==> config.mk <==
export PLATFORM = sky130hd
export DESIGN_NAME = line_follower_pd_drive_top
export DESIGN_NICKNAME = d
export VERILOG_FILES = /design/src/rtl/core/lfpd_pkg.sv /design/src/rtl/core/line_follower_pd_drive_top.sv /design/src/rtl/core/lfpd_lane.sv /design/src/rtl/core/lfpd_div.sv
export SDC_FILE = /design/constraint.sdc
export NUM_CORES = 2
export LEC_CHECK = 0
export ABC_AREA = 1
export BUFFER_PORTS_ARGS = -buffer_cell sky130_fd_sc_hd__buf_2
export CORE_MARGIN = 4
export CORE_UTILIZATION = 55
export DETAILED_ROUTE_END_ITERATION = 6
export PLACE_DENSITY = 0.73
export SKIP_LAST_GASP = 1
export SYNTH_ARGS = -nofsm -noshare
export SYNTH_HDL_FRONTEND = slang
export SYNTH_HIERARCHICAL = 1
export SYNTH_SLANG_ARGS = --single-unit
==> constraint.sdc <==
create_clock -name clk -period 6.7 [get_ports clk]
set_clock_uncertainty 0.15 [all_clocks]
set_input_delay 1.34 -clock clk [delete_from_list [all_inputs] [get_ports clk]]
set_output_delay 1.34 -clock clk [all_outputs]
set_load 0.005 [all_outputs]
==> src/rtl/core/lfpd_pkg.sv <==
// Shared types and constants for the line follower PD drive block.
package lfpd_pkg;

	localparam int SENSOR_W = 10;
	localparam int NUM_LINE_SENSORS = 6;

	typedef enum logic [2:0] {
		DIR_STOP  = 3'd0,
		DIR_FWD   = 3'd1,
		DIR_LEFT  = 3'd2,
		DIR_RIGHT = 3'd3,
		DIR_BACK  = 3'd4
	} dir_t;

	typedef enum logic [2:0] {
		REG_PROP  = 3'd0,
		REG_INTEG = 3'd1,
		REG_DERIV = 3'd2,
		REG_THR   = 3'd3,
		REG_SETPT = 3'd4,
		REG_MAXSP = 3'd5,
		REG_TURN  = 3'd6,
		REG_MARK  = 3'd7
	} reg_idx_t;

	localparam logic [11:0] HOLD_STOP = 12'd4000;
	localparam logic [11:0] HOLD_SPIN = 12'd50;

	typedef struct packed {
		logic                                          manual_mode;
		logic [NUM_LINE_SENSORS-1:0][SENSOR_W-1:0]     line;
		logic [SENSOR_W-1:0]                           joy_x;
		logic [SENSOR_W-1:0]                           joy_y;
	} frame_t;

	typedef struct packed {
		logic [7:0]  left_duty;
		logic [7:0]  right_duty;
		logic [2:0]  drive_dir;
		logic [11:0] hold_ms;
		logic [12:0] line_position;
		logic        position_valid;
	} result_t;

endpackage

==> src/rtl/core/line_follower_pd_drive_top.sv <==
// Top level of the line follower PD drive block.
//
//  channel | signals                        | direction
//  --------+--------------------------------+----------
//  frame   | frame_valid frame_stall frame  | in
//  command | cmd_valid cmd_stall cmd        | out
//  config  | cfg_we cfg_index cfg_data      | in
//
// One frame is in work at a time; frame_stall is high whenever the core is busy.
// A manual frame goes from capture straight to hand-off; all-on-line, corner and
// faint frames go from the sum to hand-off. A PID frame passes capture, sum, divider
// load, 32 divider steps, error update, products, sum, scale by 1/10, clamp, hand-off.
// The finished command goes to the output register; a stalled command there
// holds the core in its hand-off state until transfer, and no new frame is
// taken meanwhile. Reset restores register defaults and clears the PID state.
module line_follower_pd_drive_top (
	input  logic clk,
	input  logic arst_n,
	input  logic frame_valid,
	output logic frame_stall,
	input  lfpd_pkg::frame_t frame,
	output logic cmd_valid,
	input  logic cmd_stall,
	output lfpd_pkg::result_t cmd,
	input  logic cfg_we,
	input  logic [2:0] cfg_index,
	input  logic [14:0] cfg_data
);
	localparam int NS  = lfpd_pkg::NUM_LINE_SENSORS;
	localparam int SW  = lfpd_pkg::SENSOR_W;
	localparam int WW  = $clog2(NS + 1);
	localparam int TW  = SW + WW + $clog2(NS + 1);
	localparam int NW  = 32;
	localparam int DW  = SW + $clog2(NS + 1);
	// ceil(2^28 / 10): exact floor division by ten for magnitudes below 2^26
	localparam logic [24:0] RECIP10 = 25'd26843546;

	typedef enum logic [2:0] {
		ST_IDLE, ST_SUM, ST_DIV, ST_PID, ST_MUL, ST_SCALE, ST_CLAMP, ST_OUT
	} state_t;

	// configuration registers
	logic [7:0]  prop_q, integ_q, deriv_q, maxsp_q, turn_q;
	logic [9:0]  thr_q;
	logic [12:0] setpt_q;
	logic [14:0] mark_q;

	always_ff @(posedge clk or negedge arst_n) begin
		if (!arst_n) begin
			prop_q  <= 8'd4;
			integ_q <= 8'd0;
			deriv_q <= 8'd20;
			thr_q   <= 10'd800;
			setpt_q <= 13'd3500;
			maxsp_q <= 8'd255;
			turn_q  <= 8'd150;
			mark_q  <= 15'd30000;
		end else if (cfg_we) begin
			unique case (lfpd_pkg::reg_idx_t'(cfg_index))
				lfpd_pkg::REG_PROP:  prop_q  <= cfg_data[7:0];
				lfpd_pkg::REG_INTEG: integ_q <= cfg_data[7:0];
				lfpd_pkg::REG_DERIV: deriv_q <= cfg_data[7:0];
				lfpd_pkg::REG_THR:   thr_q   <= cfg_data[9:0];
				lfpd_pkg::REG_SETPT: setpt_q <= cfg_data[12:0];
				lfpd_pkg::REG_MAXSP: maxsp_q <= cfg_data[7:0];
				lfpd_pkg::REG_TURN:  turn_q  <= cfg_data[7:0];
				lfpd_pkg::REG_MARK:  mark_q  <= cfg_data[14:0];
				default: ;
			endcase
		end
	end

	// captured frame
	logic [SW-1:0] sens_q [NS];
	logic [SW-1:0] min_q;

	// frame minimum: comparison chain over independent lanes' inputs
	logic [SW-1:0] fmin;
	always_comb begin
		fmin = frame.line[0];
		for (int i = 1; i < NS; i++)
			if (frame.line[i] < fmin) fmin = frame.line[i];
	end

	// lanes work on the stored frame
	logic [NS-1:0] on_l;
	logic [SW-1:0]    off_l  [NS];
	logic [SW+WW-1:0] term_l [NS];
	for (genvar g = 0; g < NS; g++) begin : g_lane
		lfpd_lane #(.WEIGHT(g + 1), .WW(WW)) u_lane (
			.reading(sens_q[g]), .frame_min(min_q), .threshold(thr_q),
			.on_line(on_l[g]), .offset(off_l[g]), .term(term_l[g])
		);
	end

	// merge: sums of lane outputs
	logic [TW-1:0] tot_c;
	logic [DW-1:0] wt_c;
	always_comb begin
		tot_c = '0;
		wt_c  = '0;
		for (int i = 0; i < NS; i++) begin
			tot_c = tot_c + TW'(term_l[i]);
			wt_c  = wt_c + DW'(off_l[i]);
		end
	end

	localparam int LO = (NS > 3) ? NS - 3 : 0;
	localparam int HI3 = (NS > 3) ? 3 : NS;
	logic all_on, left_on, right_on, short_c;
	assign all_on   = &on_l;
	assign left_on  = &on_l[HI3-1:0];
	assign right_on = &on_l[NS-1:LO];
	// stop, corner spin or faint frame: no PID step
	assign short_c  = all_on || left_on || right_on || (wt_c < DW'(100));

	lfpd_pkg::result_t sum_r;
	always_comb begin
		sum_r = '0;
		sum_r.drive_dir = lfpd_pkg::DIR_STOP;
		if (all_on) begin
			sum_r.hold_ms = lfpd_pkg::HOLD_STOP;
		end else if (left_on || right_on) begin
			sum_r.left_duty  = turn_q;
			sum_r.right_duty = turn_q;
			sum_r.drive_dir  = left_on ? lfpd_pkg::DIR_LEFT : lfpd_pkg::DIR_RIGHT;
			sum_r.hold_ms    = lfpd_pkg::HOLD_SPIN;
		end
	end

	// manual windows
	logic [9:0] jx, jy;
	logic xmid, ymid, man_hit;
	lfpd_pkg::result_t man_r;
	assign jx = frame.joy_x;
	assign jy = frame.joy_y;
	assign xmid = jx > 10'd450 && jx < 10'd700;
	assign ymid = jy > 10'd400 && jy < 10'd600;
	always_comb begin
		man_r = '0;
		man_hit = 1'b1;
		priority if (xmid && ymid) man_r.drive_dir = lfpd_pkg::DIR_STOP;
		else if (jx > 10'd800 && ymid) begin
			man_r.left_duty = turn_q; man_r.right_duty = turn_q;
			man_r.drive_dir = lfpd_pkg::DIR_LEFT;
		end else if (jx < 10'd400 && ymid) begin
			man_r.left_duty = turn_q; man_r.right_duty = turn_q;
			man_r.drive_dir = lfpd_pkg::DIR_RIGHT;
		end else if (jx > 10'd500 && jx < 10'd600 && jy > 10'd600 && jy < 10'd950) begin
			man_r.left_duty = 8'd150; man_r.right_duty = 8'd150;
			man_r.drive_dir = lfpd_pkg::DIR_FWD;
		end else if (jx > 10'd450 && jx < 10'd600 && jy > 10'd950) begin
			man_r.left_duty = 8'd255; man_r.right_duty = 8'd255;
			man_r.drive_dir = lfpd_pkg::DIR_FWD;
		end else if (xmid && jy > 10'd100 && jy < 10'd450) begin
			man_r.left_duty = 8'd150; man_r.right_duty = 8'd150;
			man_r.drive_dir = lfpd_pkg::DIR_BACK;
		end else if (xmid && jy < 10'd100) begin
			man_r.left_duty = 8'd255; man_r.right_duty = 8'd255;
			man_r.drive_dir = lfpd_pkg::DIR_BACK;
		end else man_hit = 1'b0;
	end

	// divider
	logic          div_start_q, div_done;
	logic [NW-1:0] div_num, div_quo;
	logic [DW-1:0] wt_q;
	logic [TW-1:0] tot_q;
	assign div_num = NW'(tot_q) * NW'(1000);
	lfpd_div #(.NW(NW), .DW(DW)) u_div (
		.clk(clk), .arst_n(arst_n), .start(div_start_q), .num(div_num),
		.den(wt_q), .done(div_done), .quo(div_quo)
	);

	state_t state_q;
	logic [12:0] pos_q;
	logic signed [15:0] prev_q, isum_q, err_q, der_q;
	logic signed [25:0] pp_q, ip_q, dp_q;
	logic [24:0] mag_q;
	logic        neg_q;
	logic [21:0] q10_q;
	logic out_full_q, out_load;
	lfpd_pkg::result_t res_q, out_q;

	assign frame_stall = (state_q != ST_IDLE);
	assign cmd_valid   = out_full_q;
	assign cmd         = out_q;
	// advance the finished command when the output register is free or draining
	assign out_load    = (state_q == ST_OUT) && (!out_full_q || !cmd_stall);

	logic signed [15:0] err_c, isum_c;
	assign err_c  = 16'(div_quo) - 16'(setpt_q);
	assign isum_c = (isum_q == $signed({1'b0, mark_q}) ||
	                 isum_q == -$signed({1'b0, mark_q})) ? 16'sd0 : isum_q;

	// correction: magnitude and sign, then truncate toward zero by scaling
	logic signed [27:0] sum_c;
	logic [27:0] abs_c;
	logic [49:0] scale_c;
	logic [7:0]  lim_c;
	assign sum_c   = 28'(pp_q) + 28'(ip_q) + 28'(dp_q);
	assign abs_c   = sum_c[27] ? -sum_c : sum_c;
	assign scale_c = 50'(mag_q) * 50'(RECIP10);
	assign lim_c   = (q10_q > 22'(maxsp_q)) ? maxsp_q : q10_q[7:0];

	lfpd_pkg::result_t pid_r;
	always_comb begin
		pid_r = '0;
		pid_r.drive_dir = lfpd_pkg::DIR_FWD;
		pid_r.line_position = pos_q;
		pid_r.position_valid = 1'b1;
		if (neg_q) begin
			pid_r.left_duty  = maxsp_q - lim_c;
			pid_r.right_duty = maxsp_q;
		end else begin
			pid_r.left_duty  = maxsp_q;
			pid_r.right_duty = maxsp_q - lim_c;
		end
	end

	always_ff @(posedge clk or negedge arst_n) begin
		if (!arst_n) begin
			state_q     <= ST_IDLE;
			out_full_q  <= 1'b0;
			out_q       <= '0;
			res_q       <= '0;
			prev_q      <= '0;
			isum_q      <= '0;
			err_q       <= '0;
			der_q       <= '0;
			pos_q       <= '0;
			pp_q        <= '0;
			ip_q        <= '0;
			dp_q        <= '0;
			mag_q       <= '0;
			neg_q       <= 1'b0;
			q10_q       <= '0;
			tot_q       <= '0;
			wt_q        <= '0;
			min_q       <= '0;
			div_start_q <= 1'b0;
			for (int i = 0; i < NS; i++)
				sens_q[i] <= '0;
		end else begin
			div_start_q <= (state_q == ST_SUM) && !short_c;
			if (out_load) begin
				out_q      <= res_q;
				out_full_q <= 1'b1;
			end else if (out_full_q && !cmd_stall) begin
				out_full_q <= 1'b0;
			end
			unique case (state_q)
				ST_IDLE: if (frame_valid && !frame_stall) begin
					if (frame.manual_mode) begin
						// drop frames with no matching window
						if (man_hit) begin
							res_q   <= man_r;
							state_q <= ST_OUT;
						end
					end else begin
						for (int i = 0; i < NS; i++)
							sens_q[i] <= frame.line[i];
						min_q   <= fmin;
						state_q <= ST_SUM;
					end
				end
				ST_SUM: begin
					if (short_c) begin
						res_q   <= sum_r;
						state_q <= ST_OUT;
					end else begin
						tot_q   <= tot_c;
						wt_q    <= wt_c;
						state_q <= ST_DIV;
					end
				end
				ST_DIV: if (div_done) begin
					pos_q  <= div_quo[12:0];
					err_q  <= err_c;
					der_q  <= err_c - prev_q;
					isum_q <= isum_c + err_c;
					prev_q <= err_c;
					state_q <= ST_PID;
				end
				ST_PID: begin
					pp_q <= err_q * $signed({1'b0, prop_q});
					ip_q <= isum_q * $signed({1'b0, integ_q});
					dp_q <= der_q * $signed({1'b0, deriv_q});
					state_q <= ST_MUL;
				end
				ST_MUL: begin
					mag_q   <= abs_c[24:0];
					neg_q   <= sum_c[27];
					state_q <= ST_SCALE;
				end
				ST_SCALE: begin
					q10_q   <= scale_c[49:28];
					state_q <= ST_CLAMP;
				end
				ST_CLAMP: begin
					res_q   <= pid_r;
					state_q <= ST_OUT;
				end
				ST_OUT: if (out_load) begin
					state_q <= ST_IDLE;
				end
				default: state_q <= ST_IDLE;
			endcase
		end
	end
endmodule

==> src/rtl/core/lfpd_lane.sv <==
// One sensor lane: on-line test, offset from the frame minimum and weighted term.
module lfpd_lane #(
	parameter int WEIGHT = 1,
	parameter int WW = 5
) (
	input  logic [lfpd_pkg::SENSOR_W-1:0] reading,
	input  logic [lfpd_pkg::SENSOR_W-1:0] frame_min,
	input  logic [lfpd_pkg::SENSOR_W-1:0] threshold,
	output logic                          on_line,
	output logic [lfpd_pkg::SENSOR_W-1:0] offset,
	output logic [lfpd_pkg::SENSOR_W+WW-1:0] term
);
	assign on_line = reading >= threshold;
	assign offset  = reading - frame_min;
	assign term    = offset * WW'(WEIGHT);
endmodule

==> src/rtl/core/lfpd_div.sv <==
// Restoring divider, one quotient bit per cycle.
module lfpd_div #(
	parameter int NW = 32,
	parameter int DW = 16
) (
	input  logic          clk,
	input  logic          arst_n,
	input  logic          start,
	input  logic [NW-1:0] num,
	input  logic [DW-1:0] den,
	output logic          done,
	output logic [NW-1:0] quo
);
	localparam int CW = $clog2(NW + 1);
	logic [NW-1:0] n_q;
	logic [DW:0]   rem_q;
	logic [DW-1:0] d_q;
	logic [CW-1:0] cnt_q;
	logic          busy_q;
	logic [DW:0]   trial;
	logic [DW:0]   diff;

	assign trial = {rem_q[DW-1:0], n_q[NW-1]};
	assign diff  = trial - {1'b0, d_q};
	assign quo   = n_q;

	always_ff @(posedge clk or negedge arst_n) begin
		if (!arst_n) begin
			busy_q <= 1'b0;
			done   <= 1'b0;
			cnt_q  <= '0;
		end else begin
			done <= 1'b0;
			if (start) begin
				busy_q <= 1'b1;
				cnt_q  <= CW'(NW);
			end else if (busy_q) begin
				cnt_q <= cnt_q - 1'b1;
				if (cnt_q == CW'(1)) begin
					busy_q <= 1'b0;
					done   <= 1'b1;
				end
			end
		end
	end

	always_ff @(posedge clk) begin
		if (start) begin
			n_q   <= num;
			d_q   <= den;
			rem_q <= '0;
		end else if (busy_q) begin
			if (!diff[DW]) begin
				rem_q <= diff;
				n_q   <= {n_q[NW-2:0], 1'b1};
			end else begin
				rem_q <= trial;
				n_q   <= {n_q[NW-2:0], 1'b0};
			end
		end
	end
endmodule
Word level (Yosys, flattened, before mapping)
Index checks and enable logic that the tools add are counted.

storage, ports and cells
  flip-flop bits (word level) = 522
  input port bits = 104

operators by class
  $add $sub $neg = 26
  multipliers = 8
  order comparisons = 27
  eq/ne operators = 24
  muxes and demuxes = 54
  bitwise logic cells = 2
  reductions and logical operators = 49

operators with widths
  kind                                                             count
  2-to-1 mux 45 bit                                                4
  one-hot mux 45 bit (3 select lines)                              1
  2-to-1 mux 19 bit                                                7
  multiplier 16 x 9 -> 25 bit                                      3
  >= comparator 10 bit                                             6
  subtractor 10 bit                                                6
  2-to-1 mux 26 bit                                                2
  < comparator 10 bit                                              5
  2-to-1 mux 10 bit                                                5
  multiplier 25 x 24 -> 49 bit (second input constant)             1
  2-to-1 mux 16 bit                                                3
  < comparator 10 bit (second input constant)                      4
  equality test 16 bit                                             2
  2-to-1 mux 31 bit                                                1
  greater-than comparator 10 bit (second input constant)           3
  greater-than comparator 10 x 9 -> 1 bit (second input constant)  3
  adder 26 x 25 -> 27 bit                                          1
  adder 13 x 10 -> 13 bit                                          2
  adder 25 x 25 -> 26 bit                                          1
  2-to-1 mux 25 bit                                                1
  negator 25 bit                                                   1
  equality test 3 bit (second input constant)                      8
  multiplier 10 x 2 -> 12 bit (second input constant)              2
  one-hot mux 3 bit (8 select lines)                               1
  46 further kinds                                                 117

Depth between registers and ports, before layout
  word-level depth = 14
  gate-level depth with buffers = 57
  mapped depth without buffers = 52

Cells and area by module
The synthesis kept the hierarchy.

modules (own cells, without submodules)
  module                             times used  cells an instance  area each (µm²)  sequential area each (µm²)
  line_follower_pd_drive_top         1           6206               52855.7          11000.6
  lfpd_div                           1           465                3734.8           1811.7
  lfpd_lane at g_lane[2].u_lane ...  2           245                1426.4           0.0
  lfpd_lane at g_lane[0].u_lane ...  3           144                848.3            0.0
  lfpd_lane at g_lane[4].u_lane      1           202                1315.0           0.0

Least setup slack after synthesis
Ideal clock, no wire load.

  path kind = in2reg
  start = input port frame[29] (netlist name)
  end = register min_q[0]
  arrival = 7.363 ns
  required time = 6.433 ns
  slack = -0.930 ns
  stages on the path = 52
  buffers on the path = 6
  path through = inv_1 > ha_1 > a21o_1 > nor2_4 > nand3_2 > buf_6 > buf_2 > nand2_1 > o21ai_0 > ha_1 > a21oi_1 > nor2_1 > a211oi_1 > nand2_1 > inv_2 > nand2_4 > buf_4 > nand2_1 > [16 not listed] > nand3_1 > nor2_1 > nand2_1 > nor2_1 > a21oi_2 > nand2_4 > buf_2 > nand3_1 > o21ai_0 > ha_1 > a21oi_1 > nor2_1 > a211oi_1 > o221a_2 > buf_4 > nand3_1 > nand3_1 > nand2_1

between the ends
  longest elaborated chain between the ends = 10

ends and longest elaborated chain
  element               line                               source
  from (decl)           line_follower_pd_drive_top.sv:21   input lfpd_pkg::frame_t frame,
  < comparator 10 bit   line_follower_pd_drive_top.sv:82   if (frame.line[i] < fmin) fmin = frame.line[i];
  2-to-1 mux 10 bit *   line_follower_pd_drive_top.sv:82
  < comparator 10 bit   line_follower_pd_drive_top.sv:82
  2-to-1 mux 10 bit *   line_follower_pd_drive_top.sv:82
  < comparator 10 bit   line_follower_pd_drive_top.sv:82
  2-to-1 mux 10 bit *   line_follower_pd_drive_top.sv:82
  < comparator 10 bit   line_follower_pd_drive_top.sv:82
  2-to-1 mux 10 bit *   line_follower_pd_drive_top.sv:82
  < comparator 10 bit   line_follower_pd_drive_top.sv:82
  2-to-1 mux 10 bit *   line_follower_pd_drive_top.sv:82
  to (signal assigned)  line_follower_pd_drive_top.sv:263  min_q <= fmin;
  to (decl)             line_follower_pd_drive_top.sv:75   logic [SW-1:0] min_q;

Every way passes the cells marked *; elsewhere a longest branch is shown, timed or not.
A chain may end at the register's enable or synchronous reset.

Final worst setup path
  start = input port frame[38] (netlist name)
  end = register min_q[6]

Same word-level chain as after synthesis.

==> out/results.ini <==
[run_status]
status = finished with violations
violations = negative setup slack

[logic_synthesis]
ys_async_sr_fraction = 0.885
synth_top_family_by_area = adder cells
syn-instance-count = 7795
synth.area.top_cells = fa_1, dfrtp_1, ha_1, inv_1, nand2_1
synth_top_area_share = 0.229
synthDistinctLibCells = 68
avgSynthCellArea_um2 = 8.12
synthAdderAreaFrac = 0.382
synth_xor_area_frac = 0.0376
yosysWarnings = 6
synth-main-ff-cell = dfrtp_1
synth_edf_count = 45
yosysTopAreaCell = fa_1
synthMuxAreaShare = 0.00231
synthSimpleGateAreaFrac = 0.164
yosysSeqAreaShare = 0.202
synth_seq_cells = 504
synth-compound-area-share = 0.0819
synth.cell_area_um2 = 63300

[detailed_routing]
wl_per_cell_um = 17.6
num_vias = 51200
ant_nets = 0
drt-vias-per-instance = 5.29
wirelength_um = 171000
dr.pass1.iters = 6
route.detailed.drc = 0
drt_iter0_drc = 3657

[die]
die_w_um = 347
num_rows = 124
fp.dieH_um = 347
pin_count = 151
coreArea_um2 = 114000
dieArea_um2 = 121000
initial_core_util = 0.554

[cts]
clockBufferDepth = 3
cts_max_level = 2
clock-sinks = 504
hold_buffers = 0
cts_tree = done
clk_latency_ps = 680
numCtsBuffers = 56
cts_root_buf = clkbuf_16
clk_pin_slew_worst_paths_ps = 60

[critical_path]
critPathMaxStageDelay_ps = 310
crit_path_start_kind = input port
critPathKind = in2reg
worstPathMaxFanout = 7
cp.arrival_ps = 7310
cp-end-kind = register
slowest_stage = o221a_4
cp_common_cell = nand2_1
required_ps = 7080

[grt]
track_usage = 0.285
grt_overflow = 0
grt_max_degree = 146
grt_antenna_before_repair = 8
grt_pass1_vias = 52800
grt_pass1_wl_um = 276000

[timing]
max_slew_margin = 0.265
layout_setup_ws_ps = -236
finalCritPeriodShare = 1.04
slew_violations = 0
hold_viol = 0
tightest_slew_ps = 1100
whs_ps = 301
min_period_ps = 6940
fmaxAchievable_mhz = 144
rsz0062_at_grt = yes
setup_viol = 10

[place]
gp_congestion = 0.946
dp_hpwl_um = 140000
io_buffers = 146

[layout]
finalNetCount = 9716
syn_to_final_growth_pct = 11.3
drive_above_1_share = 0.118

[min_path]
hold_path.class = reg2reg

[flow_run]
maxCapViolations = 0

==> metrics by stage <==
stage                     std cells  cell area [um2]   util  TNS (ps)  worst slack [ps]
after floorplan                7813            63500      -     -5520              -561
after global placement         9527            67400  0.589    -10670             -1080
after detailed placement       9527            67400  0.589    -12200             -1230
after CTS                      9652            69700  0.610     -5.36             -5.36
after global routing           9673            70500  0.616     -7580              -669
final                          9676            70500  0.616     -2200              -236
==> final timing paths <==
| check | to | slack (ps) | startpoint | depth (start not counted) |
|---|---|---|---|---|
| min in group asynchronous | isum_q[13] | 440 | arst_n | 1 |
| max reg2reg | tot_q[14] | 240 | min_q[2] | 32 |
| max | min_q[6] | -240 | frame[38] | 47 |
| min | u_div/d_q[8] | 300 | wt_q[8] | 0 |
| max in group asynchronous | sens_q[40] | 4690 | arst_n | 2 |
| min reg2reg | u_div/d_q[8] | 300 | wt_q[8] | 0 |
==> state kept, by name, indices dropped and copies added (netlist names), 22 cells and up <==
register	count
res_q	36
ip_q	25
mag_q	25
sens_q	60
q10_q	22
cmd	36
dp_q	25
pp_q	25
u_div/quo	32
==> what timing repair did <==
item,4_1_cts,5_1_grt
gates resized for setup,73,152
setup buffers,13,19
pin swaps,31,103
cloned,7,4
setup endpoints to repair,10,91
==> layout make-up <==
cell class	count	area [um2]
fillers	9878	43900
repair buffers	496	3590
well taps	1512	1890
inverters	1842	6950
clock inverters	33	384
clock buffers	72	1600
multi-input cells	5214	43200
diodes	3	7.51
flip-flops and latches	504	12800
==> layout by cell type, fill, tap and decap left out, types with 18 or more instances in the layout <==
cell and instances:
a21oi_1 303, o21ai_2 22, a21o_1 18, nor3_1 30
nand4_1 39, clkbuf_16 61, nor4_1 18, buf_4 329
edfxtp_1 45, dfstp_2 31, nand3_1 231, nand3_2 30
o21bai_1 43, ha_1 753, fa_1 719, dfrtp_1 399
xor2_1 167, o21ai_0 381, inv_2 23, o21ai_1 22
a31oi_1 29, buf_2 141, conb_1 24, nand2_1 1677
nand2_4 29, xnor2_1 96, inv_1 1809, nand2_2 85
nor2_1 271
==> cell usage after synthesis (all sizes together), types with 18 or more instances <==
cell type and number:
nand3 268, ha 774, o31ai 20, dfrtp 414, xor2 172, a31oi 30
nand4 39, nand2 1787, o21ai 430, buf 74, nor4 19, fa 724
clkbuf 184, a21o 18, a21oi 321, inv 1838, dfstp 32, a211oi 18
nor2 293, edfxtp 45, o21bai 43, nor3 36, xnor2 98
==> routing by layer <==
metal	track usage	wire length (um)	part of all wire
met5	0	27	0.00016
met4	0.110	7780	0.046
met2	0.494	82900	0.49
met1	0.368	69800	0.41
met3	0.0339	10000	0.059
==> worst max-delay path: cells and delay by family <==
kind	cells	cell delay, ps
simple gates	21	2010
buf+inv	9	980
compound gates	12	1630
fa+ha+maj	5	1330
==> logic make-up after synthesis <==
kind of cell | after synthesis
multiplexers | 13
XOR/XNOR | 270
buffers and inverters | 2100
AND/OR/NAND/NOR | 2465
AO/OA/AOI/OAI | 939
flip-flops | 504
other | 6
adder cells (fa/ha/maj) | 1498
Power is left out: the tool's default activity adds up to more than one toggle a clock period on the data nets, which glitch-free logic cannot reach.
